**src/rtl/nfu_pkg.sv**
```systemverilog
package nfu_pkg;

  // Fixed field widths
  localparam int PageW    = 8;
  localparam int FrameIdW = 2;
  localparam int CfgW     = 3;

  // frames_in_use after reset
  localparam logic [CfgW-1:0] FramesReset = 3'd4;

  // Result codes
  typedef enum logic [1:0] {
    OUT_HIT     = 2'd0,
    OUT_PLACED  = 2'd1,
    OUT_REPLACE = 2'd2
  } outcome_e;

  // One result transaction
  typedef struct packed {
    outcome_e                outcome;
    logic [FrameIdW-1:0]     frame_index;
    logic [PageW-1:0]        evicted_page;
  } res_t;

endpackage

```
**src/rtl/nfu_cnt.sv**
```systemverilog
// Front end: accepts a reference and does the read-modify-write of its use count.
module nfu_cnt #(
  parameter int COUNT_BITS = 16
) (
  input  logic                        clk_i,
  input  logic                        rst_ni,
  input  logic                        push,
  output logic                        full,
  input  logic [nfu_pkg::PageW-1:0]   page_name_i,
  input  logic                        q_full_i,
  output logic                        q_push_o,
  output logic [nfu_pkg::PageW-1:0]   q_page_o,
  output logic [COUNT_BITS-1:0]       q_count_o
);

  localparam int Entries = 1 << nfu_pkg::PageW;

  logic                        busy_q, busy_d;
  logic                        accept;
  logic [nfu_pkg::PageW-1:0]   page_q;
  logic [COUNT_BITS-1:0]       rd_data_q;
  logic                        rd_vld_q;
  logic [Entries-1:0]          cnt_vld_q;
  logic [COUNT_BITS-1:0]       cnt_mem_q [Entries];
  logic [COUNT_BITS-1:0]       cur_cnt;
  logic [COUNT_BITS-1:0]       new_cnt;

  // One reference in flight; the queue has room for it whenever we accept
  assign full   = busy_q | q_full_i;
  assign accept = push & ~full;
  assign busy_d = accept;

  // Never-written counts read as zero; saturate at all ones
  assign cur_cnt   = rd_vld_q ? rd_data_q : '0;
  assign new_cnt   = (&cur_cnt) ? cur_cnt : cur_cnt + 1'b1;
  assign q_push_o  = busy_q;
  assign q_page_o  = page_q;
  assign q_count_o = new_cnt;

  // Control and valid bits
  always_ff @(posedge clk_i or negedge rst_ni) begin
    if (!rst_ni) begin
      busy_q    <= 1'b0;
      cnt_vld_q <= '0;
    end else begin
      busy_q <= busy_d;
      if (busy_q) begin
        cnt_vld_q[page_q] <= 1'b1;
      end
    end
  end

  // Count memory: registered read on accept, write back in the following cycle
  always_ff @(posedge clk_i) begin
    if (accept) begin
      page_q    <= page_name_i;
      rd_data_q <= cnt_mem_q[page_name_i];
      rd_vld_q  <= cnt_vld_q[page_name_i];
    end
    if (busy_q) begin
      cnt_mem_q[page_q] <= new_cnt;
    end
  end

endmodule

```
**src/rtl/nfu_fifo.sv**
```systemverilog
// Small queue between the count stage and the frame stage.
module nfu_fifo #(
  parameter int WIDTH = 24,
  parameter int DEPTH = 2
) (
  input  logic             clk_i,
  input  logic             rst_ni,
  input  logic             push_i,
  input  logic [WIDTH-1:0] data_i,
  output logic             full_o,
  input  logic             pop_i,
  output logic             vld_o,
  output logic [WIDTH-1:0] data_o
);

  localparam int AW = (DEPTH > 1) ? $clog2(DEPTH) : 1;
  localparam int CW = $clog2(DEPTH + 1);
  localparam logic [AW-1:0] LastPtr = AW'(DEPTH - 1);
  localparam logic [CW-1:0] DepthCnt = CW'(DEPTH);

  logic [WIDTH-1:0] mem_q [DEPTH];
  logic [AW-1:0]    wptr_q, rptr_q;
  logic [CW-1:0]    cnt_q;
  logic             do_push, do_pop;

  assign full_o  = (cnt_q == DepthCnt);
  assign vld_o   = (cnt_q != '0);
  assign data_o  = mem_q[rptr_q];
  assign do_push = push_i & ~full_o;
  assign do_pop  = pop_i & vld_o;

  // Pointers and fill count
  always_ff @(posedge clk_i or negedge rst_ni) begin
    if (!rst_ni) begin
      wptr_q <= '0;
      rptr_q <= '0;
      cnt_q  <= '0;
    end else begin
      if (do_push) begin
        wptr_q <= (wptr_q == LastPtr) ? '0 : wptr_q + 1'b1;
      end
      if (do_pop) begin
        rptr_q <= (rptr_q == LastPtr) ? '0 : rptr_q + 1'b1;
      end
      if (do_push && !do_pop) begin
        cnt_q <= cnt_q + 1'b1;
      end else if (do_pop && !do_push) begin
        cnt_q <= cnt_q - 1'b1;
      end
    end
  end

  // Storage
  always_ff @(posedge clk_i) begin
    if (do_push) begin
      mem_q[wptr_q] <= data_i;
    end
  end

endmodule

```
**src/rtl/nfu_frames.sv**
```systemverilog
// Back end: frame search, min-count victim choice and frame table update.
module nfu_frames #(
  parameter int FRAMES     = 4,
  parameter int COUNT_BITS = 16
) (
  input  logic                        clk_i,
  input  logic                        rst_ni,
  input  logic [nfu_pkg::CfgW-1:0]    frames_in_use_i,
  input  logic                        item_vld_i,
  input  logic [nfu_pkg::PageW-1:0]   item_page_i,
  input  logic [COUNT_BITS-1:0]       item_cnt_i,
  output logic                        item_rdy_o,
  output logic                        res_vld_o,
  output nfu_pkg::res_t               res_o,
  input  logic                        res_pop_i
);

  localparam int IW = (FRAMES > 1) ? $clog2(FRAMES) : 1;
  localparam int P  = 1 << $clog2(FRAMES);
  localparam int NN = 2 * P - 1;

  logic [nfu_pkg::PageW-1:0] pg_q  [FRAMES];
  logic [COUNT_BITS-1:0]     cnt_q [FRAMES];
  logic [FRAMES-1:0]         vld_q;

  logic [FRAMES-1:0]         active;
  logic [FRAMES-1:0]         cand;
  logic [FRAMES-1:0]         match;
  logic                      found;
  logic [IW-1:0]             sel;
  logic                      sel_empty;
  logic [IW-1:0]             victim;
  logic                      fire;

  logic [COUNT_BITS-1:0]     node_cnt [NN];
  logic [IW-1:0]             node_idx [NN];
  logic                      node_ok  [NN];

  logic                      res_vld_q, res_vld_d;
  nfu_pkg::res_t             res_q, res_d;
  logic [IW+1:0]             idx_ext;

  // Active frames: frame 0 always, others below the configured count
  always_comb begin
    for (int i = 0; i < FRAMES; i++) begin
      active[i] = (i == 0) || (i < int'(frames_in_use_i));
      match[i]  = vld_q[i] && (pg_q[i] == item_page_i);
      cand[i]   = active[i] && (!vld_q[i] || (pg_q[i] == item_page_i));
    end
  end

  // First empty or matching active frame
  always_comb begin
    found = 1'b0;
    sel   = '0;
    for (int i = 0; i < FRAMES; i++) begin
      if (!found && cand[i]) begin
        found = 1'b1;
        sel   = IW'(i);
      end
    end
  end
  assign sel_empty = ~vld_q[sel];

  // Min-count tree over active frames, lower frame wins ties
  always_comb begin
    for (int k = 0; k < NN; k++) begin
      node_cnt[k] = '0;
      node_idx[k] = '0;
      node_ok[k]  = 1'b0;
    end
    for (int i = 0; i < P; i++) begin
      if (i < FRAMES) begin
        node_cnt[P-1+i] = cnt_q[i];
        node_idx[P-1+i] = IW'(i);
        node_ok[P-1+i]  = active[i];
      end
    end
    for (int k = P - 2; k >= 0; k--) begin
      if (node_ok[2*k+1] && (!node_ok[2*k+2] || node_cnt[2*k+1] <= node_cnt[2*k+2])) begin
        node_cnt[k] = node_cnt[2*k+1];
        node_idx[k] = node_idx[2*k+1];
        node_ok[k]  = node_ok[2*k+1];
      end else begin
        node_cnt[k] = node_cnt[2*k+2];
        node_idx[k] = node_idx[2*k+2];
        node_ok[k]  = node_ok[2*k+2];
      end
    end
  end
  assign victim = node_idx[0];

  // Handshake: take an item when the result slot is free or being drained
  assign item_rdy_o = ~res_vld_q | res_pop_i;
  assign fire       = item_vld_i & item_rdy_o;
  assign res_vld_d  = fire | (res_vld_q & ~res_pop_i);

  // Result formation
  always_comb begin
    idx_ext = {2'b00, (found ? sel : victim)};
    res_d.frame_index = idx_ext[1:0];
    if (found) begin
      res_d.outcome      = sel_empty ? nfu_pkg::OUT_PLACED : nfu_pkg::OUT_HIT;
      res_d.evicted_page = '0;
    end else begin
      res_d.outcome      = nfu_pkg::OUT_REPLACE;
      res_d.evicted_page = pg_q[victim];
    end
  end

  // Control: frame valid bits and result valid
  always_ff @(posedge clk_i or negedge rst_ni) begin
    if (!rst_ni) begin
      vld_q     <= '0;
      res_vld_q <= 1'b0;
    end else begin
      res_vld_q <= res_vld_d;
      if (fire && found && sel_empty) begin
        vld_q[sel] <= 1'b1;
      end
    end
  end

  // Frame payload; counts mirror the use count of every resident copy
  always_ff @(posedge clk_i) begin
    if (fire) begin
      res_q <= res_d;
      for (int i = 0; i < FRAMES; i++) begin
        if (match[i]) begin
          cnt_q[i] <= item_cnt_i;
        end
      end
      if (found) begin
        if (sel_empty) begin
          pg_q[sel]  <= item_page_i;
          cnt_q[sel] <= item_cnt_i;
        end
      end else begin
        pg_q[victim]  <= item_page_i;
        cnt_q[victim] <= item_cnt_i;
      end
    end
  end

  assign res_vld_o = res_vld_q;
  assign res_o     = res_q;

endmodule

```
**src/rtl/nfu_page_replacement.sv**
```systemverilog
// An accepted reference passes the count stage registers, the decoupling queue and the
// result register of the frame stage before its result is on the ports.
// The front stage takes no new reference while the read-modify-write of the last
// one in the single-port use count memory is pending, or while the queue is full.
// Reset: asynchronous, active low; clears frame valid bits, all 256 count valid
// bits at once, the queues and sets frames_in_use to 4. No clearing pass.
module nfu_page_replacement #(
  parameter int FRAMES     = 4,
  parameter int COUNT_BITS = 16
) (
  input  logic                        clk_i,
  input  logic                        rst_ni,
  input  logic                        cfg_we_i,
  input  logic [nfu_pkg::CfgW-1:0]    cfg_wdata_i,
  input  logic                        push,
  output logic                        full,
  input  logic [nfu_pkg::PageW-1:0]   page_name_i,
  output logic                        empty,
  input  logic                        pop,
  output logic [1:0]                  outcome_o,
  output logic [nfu_pkg::FrameIdW-1:0] frame_index_o,
  output logic [nfu_pkg::PageW-1:0]   evicted_page_o
);

  localparam int QW = nfu_pkg::PageW + COUNT_BITS;

  logic [nfu_pkg::CfgW-1:0]  frames_q;
  logic                      q_full, q_push, q_vld, q_pop;
  logic [nfu_pkg::PageW-1:0] q_page;
  logic [COUNT_BITS-1:0]     q_count;
  logic [QW-1:0]             q_rdata;
  logic                      res_vld;
  nfu_pkg::res_t             res;

  // Configuration register
  always_ff @(posedge clk_i or negedge rst_ni) begin
    if (!rst_ni) begin
      frames_q <= nfu_pkg::FramesReset;
    end else if (cfg_we_i) begin
      frames_q <= cfg_wdata_i;
    end
  end

  // Count stage
  nfu_cnt #(
    .COUNT_BITS (COUNT_BITS)
  ) u_cnt (
    .clk_i       (clk_i),
    .rst_ni      (rst_ni),
    .push        (push),
    .full        (full),
    .page_name_i (page_name_i),
    .q_full_i    (q_full),
    .q_push_o    (q_push),
    .q_page_o    (q_page),
    .q_count_o   (q_count)
  );

  // Decoupling queue
  nfu_fifo #(
    .WIDTH (QW),
    .DEPTH (2)
  ) u_fifo (
    .clk_i  (clk_i),
    .rst_ni (rst_ni),
    .push_i (q_push),
    .data_i ({q_page, q_count}),
    .full_o (q_full),
    .pop_i  (q_pop),
    .vld_o  (q_vld),
    .data_o (q_rdata)
  );

  // Frame stage
  nfu_frames #(
    .FRAMES     (FRAMES),
    .COUNT_BITS (COUNT_BITS)
  ) u_frames (
    .clk_i           (clk_i),
    .rst_ni          (rst_ni),
    .frames_in_use_i (frames_q),
    .item_vld_i      (q_vld),
    .item_page_i     (q_rdata[QW-1:COUNT_BITS]),
    .item_cnt_i      (q_rdata[COUNT_BITS-1:0]),
    .item_rdy_o      (q_pop),
    .res_vld_o       (res_vld),
    .res_o           (res),
    .res_pop_i       (pop)
  );

  assign empty          = ~res_vld;
  assign outcome_o      = res.outcome;
  assign frame_index_o  = res.frame_index;
  assign evicted_page_o = res.evicted_page;

endmodule

```
**config.mk**
```make
export PLATFORM = sky130hd
export DESIGN_NAME = nfu_page_replacement
export DESIGN_NICKNAME = d
export VERILOG_FILES = /design/src/rtl/nfu_pkg.sv /design/src/rtl/nfu_cnt.sv /design/src/rtl/nfu_fifo.sv /design/src/rtl/nfu_frames.sv /design/src/rtl/nfu_page_replacement.sv
export SDC_FILE = /design/constraint.sdc
export NUM_CORES = 2
export LEC_CHECK = 0
export BUFFER_PORTS_ARGS = -buffer_cell sky130_fd_sc_hd__buf_2
export CAP_MARGIN = 30
export CORE_MARGIN = 2
export CORE_UTILIZATION = 40
export DETAILED_ROUTE_END_ITERATION = 16
export GPL_ROUTABILITY_DRIVEN = 0
export GPL_TIMING_DRIVEN = 1
export PLACE_DENSITY = 0.56
export SLEW_MARGIN = 20
export SYNTH_ARGS = -nofsm -noshare
export SYNTH_HDL_FRONTEND = slang
export SYNTH_HIERARCHICAL = 1
export SYNTH_MEMORY_MAX_BITS = 65536
export SYNTH_SLANG_ARGS = --single-unit
```
**constraint.sdc**
```tcl
create_clock -name clk_i -period 17.35 [get_ports clk_i]
set_input_delay 3.47 -clock clk_i [delete_from_list [all_inputs] [get_ports clk_i]]
set_output_delay 3.47 -clock clk_i [all_outputs]
set_load 0.05 [all_outputs]
```
==> flow_summary.ini <==
[outcome]
status = finished clean

[clock_tree]
cts_buffer_depth = 4
numCtsBuffers = 454
ctsResizeCount = 0
cts_tree = done
clk_latency_ns = 1.01
cts_root_buf = clkbuf_16
htreeDepth = 5
postCtsSetupBuffers = 0
path_clk_slew_ns = 0.06
cts_hold_buf = 0
cts.sinks = 4546

[setup_path]
worstSetupPathType = in -> reg
rr_worst_depth = 15
worst_path_max_delay_cell = o31ai_1
start_kind = primary input
cp_max_fo = 82
crit_start = page_name_i[0]
endpoint_kind = flop
path_cells = buf_12 -> buf_4 -> buf_4 -> buf_4 -> mux4_2 -> a22o_1 -> a221oi_1 -> o22ai_1 -> o31ai_1 -> buf_4 -> nor4_2
critical_path_required_ns = 18.08
cp.buffers_inverters = 5
crit_path_max_incr_delay_ns = 0.86
cp-endpoint = u_cnt/rd_data_q[3]
crit_family = buffers and inverters
worst-path-stages = 11
r2r_slack_ns = 10.90
cpMostUsedCell = buf_4
r2r_start = u_frames/cnt_q[0][1]
r2r-end = u_frames/pg_q[3][5]
arrival_ns = 9.24

[grt]
grt_max_degree = 209
grt_pass1_vias = 89000
antenna_found_initial = 28
grt_pass1_wl_um = 694000
globalRoute.totalOverflow = 0
grtUsageTotal_pct = 21.8

[detailed_routing]
drt-initial-drc-count = 10800
drtPass1Iterations = 6
drc = 0
via_per_inst = 5.86
antenna_left = 0
via_count = 90000
routedWlPerCell_um = 32.2
wl_um = 495000

[final_layout]
finalInstanceArea_sq_mm = 0.201
syn2layout_area_growth_pct = 13.8
fillers = 37000
fin_util_pct = 45.6
seq_area_sq_mm = 0.135
multi_input_area_sq_mm = 0.0391
drive_gt1_share_pct = 26.9
nNetsFinal = 9103

[sta]
setup_tns_ns = 0
fin_crit_ns = 8.51
period_share_pct = 49.1
hold_ws_ns = 0.460
hold_viol = 0
slew_violations = 0
relSlewSlack_pct = 25.1
finClkSkew_ns = 0.0783
rsz0062_at_grt = no
fin_ws_ns = 8.84
max_freq_mhz = 118
setup_viol = 0
tightest_slew_ns = 1.12

[synthesis]
ys.flop_type = edfxtp_1
synth_edf_count = 4277
yosys-top-cells-area = edfxtp_1, mux4_2, dfrtp_1, mux2i_1, o221ai_1
netlist_area_sq_mm = 0.177
yosys_warnings = 6
syn_nets = 8602
yosysTopAreaCell = edfxtp_1
synth_top_cell_area_share_pct = 72.7
seq_area_frac_synth_pct = 76.5
syn_avg_cell_area_sq_um = 20.7
async_flop_share_pct = 5.92
ys_seq_elements = 4546
yosysUniqueCellTypes = 77
syn_inst = 8536

[placed_design]
pre_cts_ws_ns = 7.68
dpl_cell_area_sq_mm = 0.186
hpwl_um = 294000
io_buffers = 29

[floorplan]
fp.dieH_um = 669
row_count = 244
die_area_sq_mm = 0.447
die_w_um = 669
pin_count = 30
start_util_pct = 40.1
coreArea_sq_mm = 0.441

[hold_path]
hold_class = reg -> reg
worstHoldStart = u_cnt/cnt_vld_q[131]

[power_and_ir_drop]
p_per_area_mw_per_mm2 = 128
p_leak_nw = 66.3
ir_drop_mv = 0.109

[flow_run]
drv_cap = 0
[flip-flops by register name, summed over array words and instances (netlist names), 4 cells and up]
register         count
u_cnt/q_page_o       8
u_cnt/cnt_vld_q    256
u_frames/pg_q       32
u_frames/vld_q       4
u_cnt/rd_data_q     16
u_cnt/cnt_mem_q   4096
u_fifo/mem_q        48
u_frames/res_o      12
u_frames/cnt_q      64
[routing by layer]
metal  track usage [%]  share of wire, %
met2              34.5                47
met4              6.66               3.3
met3              3.98               8.0
met1              30.8                41
met5                 0             0.012
[synthesized netlist by cell type (37+ instances only)]
library cell,number
dfrtp_1,268
inv_1,44
nor3_1,71
a22o_1,39
a221oi_1,39
o221ai_1,202
nand4_1,39
buf_2,74
nand2_1,74
edfxtp_1,4277
mux4_2,864
buf_6,67
mux2_2,42
o211ai_1,37
a22oi_1,177
buf_1,44
clkbuf_1,233
a21oi_1,207
mux2i_1,517
nor2_1,310
o22ai_1,133
ha_1,50
a211oi_1,56
or2_2,263
nand3_1,45
buf_4,37
[how the worst min path moves through the flow]
stage,end,slack (ns),cells past startpoint
after floorplan,u_cnt/cnt_vld_q[102],0.43,1
after global placement,u_cnt/cnt_vld_q[131],0.44,1
after detailed placement,u_cnt/cnt_vld_q[11],0.45,1
after CTS,u_cnt/cnt_vld_q[11],0.46,1
after global routing,u_cnt/cnt_vld_q[11],0.47,1
final,u_cnt/cnt_vld_q[131],0.46,1
[kinds of logic after synthesis]
group | after synthesis | share of synthesized area [%]
DFF | 4546 | 76.5
muxes | 1442 | 14.4
AOI/OAI and AO/OA | 993 | 4.06
and+or+nand+nor | 920 | 2.69
buffers and inverters | 535 | 1.81
xor gates and xnor gates | 50 | 0.248
adders and majority gates | 50 | 0.354
[report_power, final]
group / switching, mW / internal (mW)
registers: 0.162 / 13.0
clock network: 4.18 / 5.43
logic: 2.05 / 0.845
[final cells by class]
class,instances,area share [%]
sequential,4546,67.2
tap,5904,3.67
clock buffer,612,6.07
clock inverter,239,1.16
inverter,45,0.0865
antenna,15,0.0187
timing repair buffer,535,2.35
multi-input combinational,3455,19.4
[per-stage QoR]
stage               power, mW  cells
CTS                      25.8  15300
floorplan                15.2   8536
finish                   25.6  15400
detailed placement       16.3  14500
global route             26.5  15300
global placement         16.1  14400
[cell usage in the layout (no fill, tap or decap), types with 19 or more instances in the layout]
| cell type | instances |
|---|---|
| edfxtp_1 | 4277 |
| mux4_2 | 864 |
| mux2i_1 | 517 |
| clkbuf_16 | 456 |
| buf_4 | 436 |
| dfrtp_1 | 268 |
| or2_2 | 263 |
| a21oi_1 | 206 |
| o221ai_1 | 202 |
| nor2_1 | 190 |
| a22oi_1 | 177 |
| clkbuf_1 | 135 |
| o22ai_1 | 133 |
| nor2_2 | 111 |
| clkinv_1 | 83 |
| clkinv_2 | 74 |
| nand2_1 | 74 |
| nor3_1 | 69 |
| a211oi_1 | 55 |
| ha_1 | 50 |
| inv_1 | 43 |
| mux2_2 | 40 |
| a22o_1 | 39 |
| a221oi_1 | 39 |
| nand4_1 | 39 |
| o211ai_1 | 37 |
| nand3_1 | 35 |
| bufinv_16 | 32 |
| xor2_1 | 29 |
| buf_2 | 28 |
| buf_12 | 27 |
| o21ai_0 | 24 |
| clkbuf_8 | 21 |
| nor2b_1 | 20 |
| mux2_4 | 19 |
No activity file was read; power rests on OpenSTA's default activity.
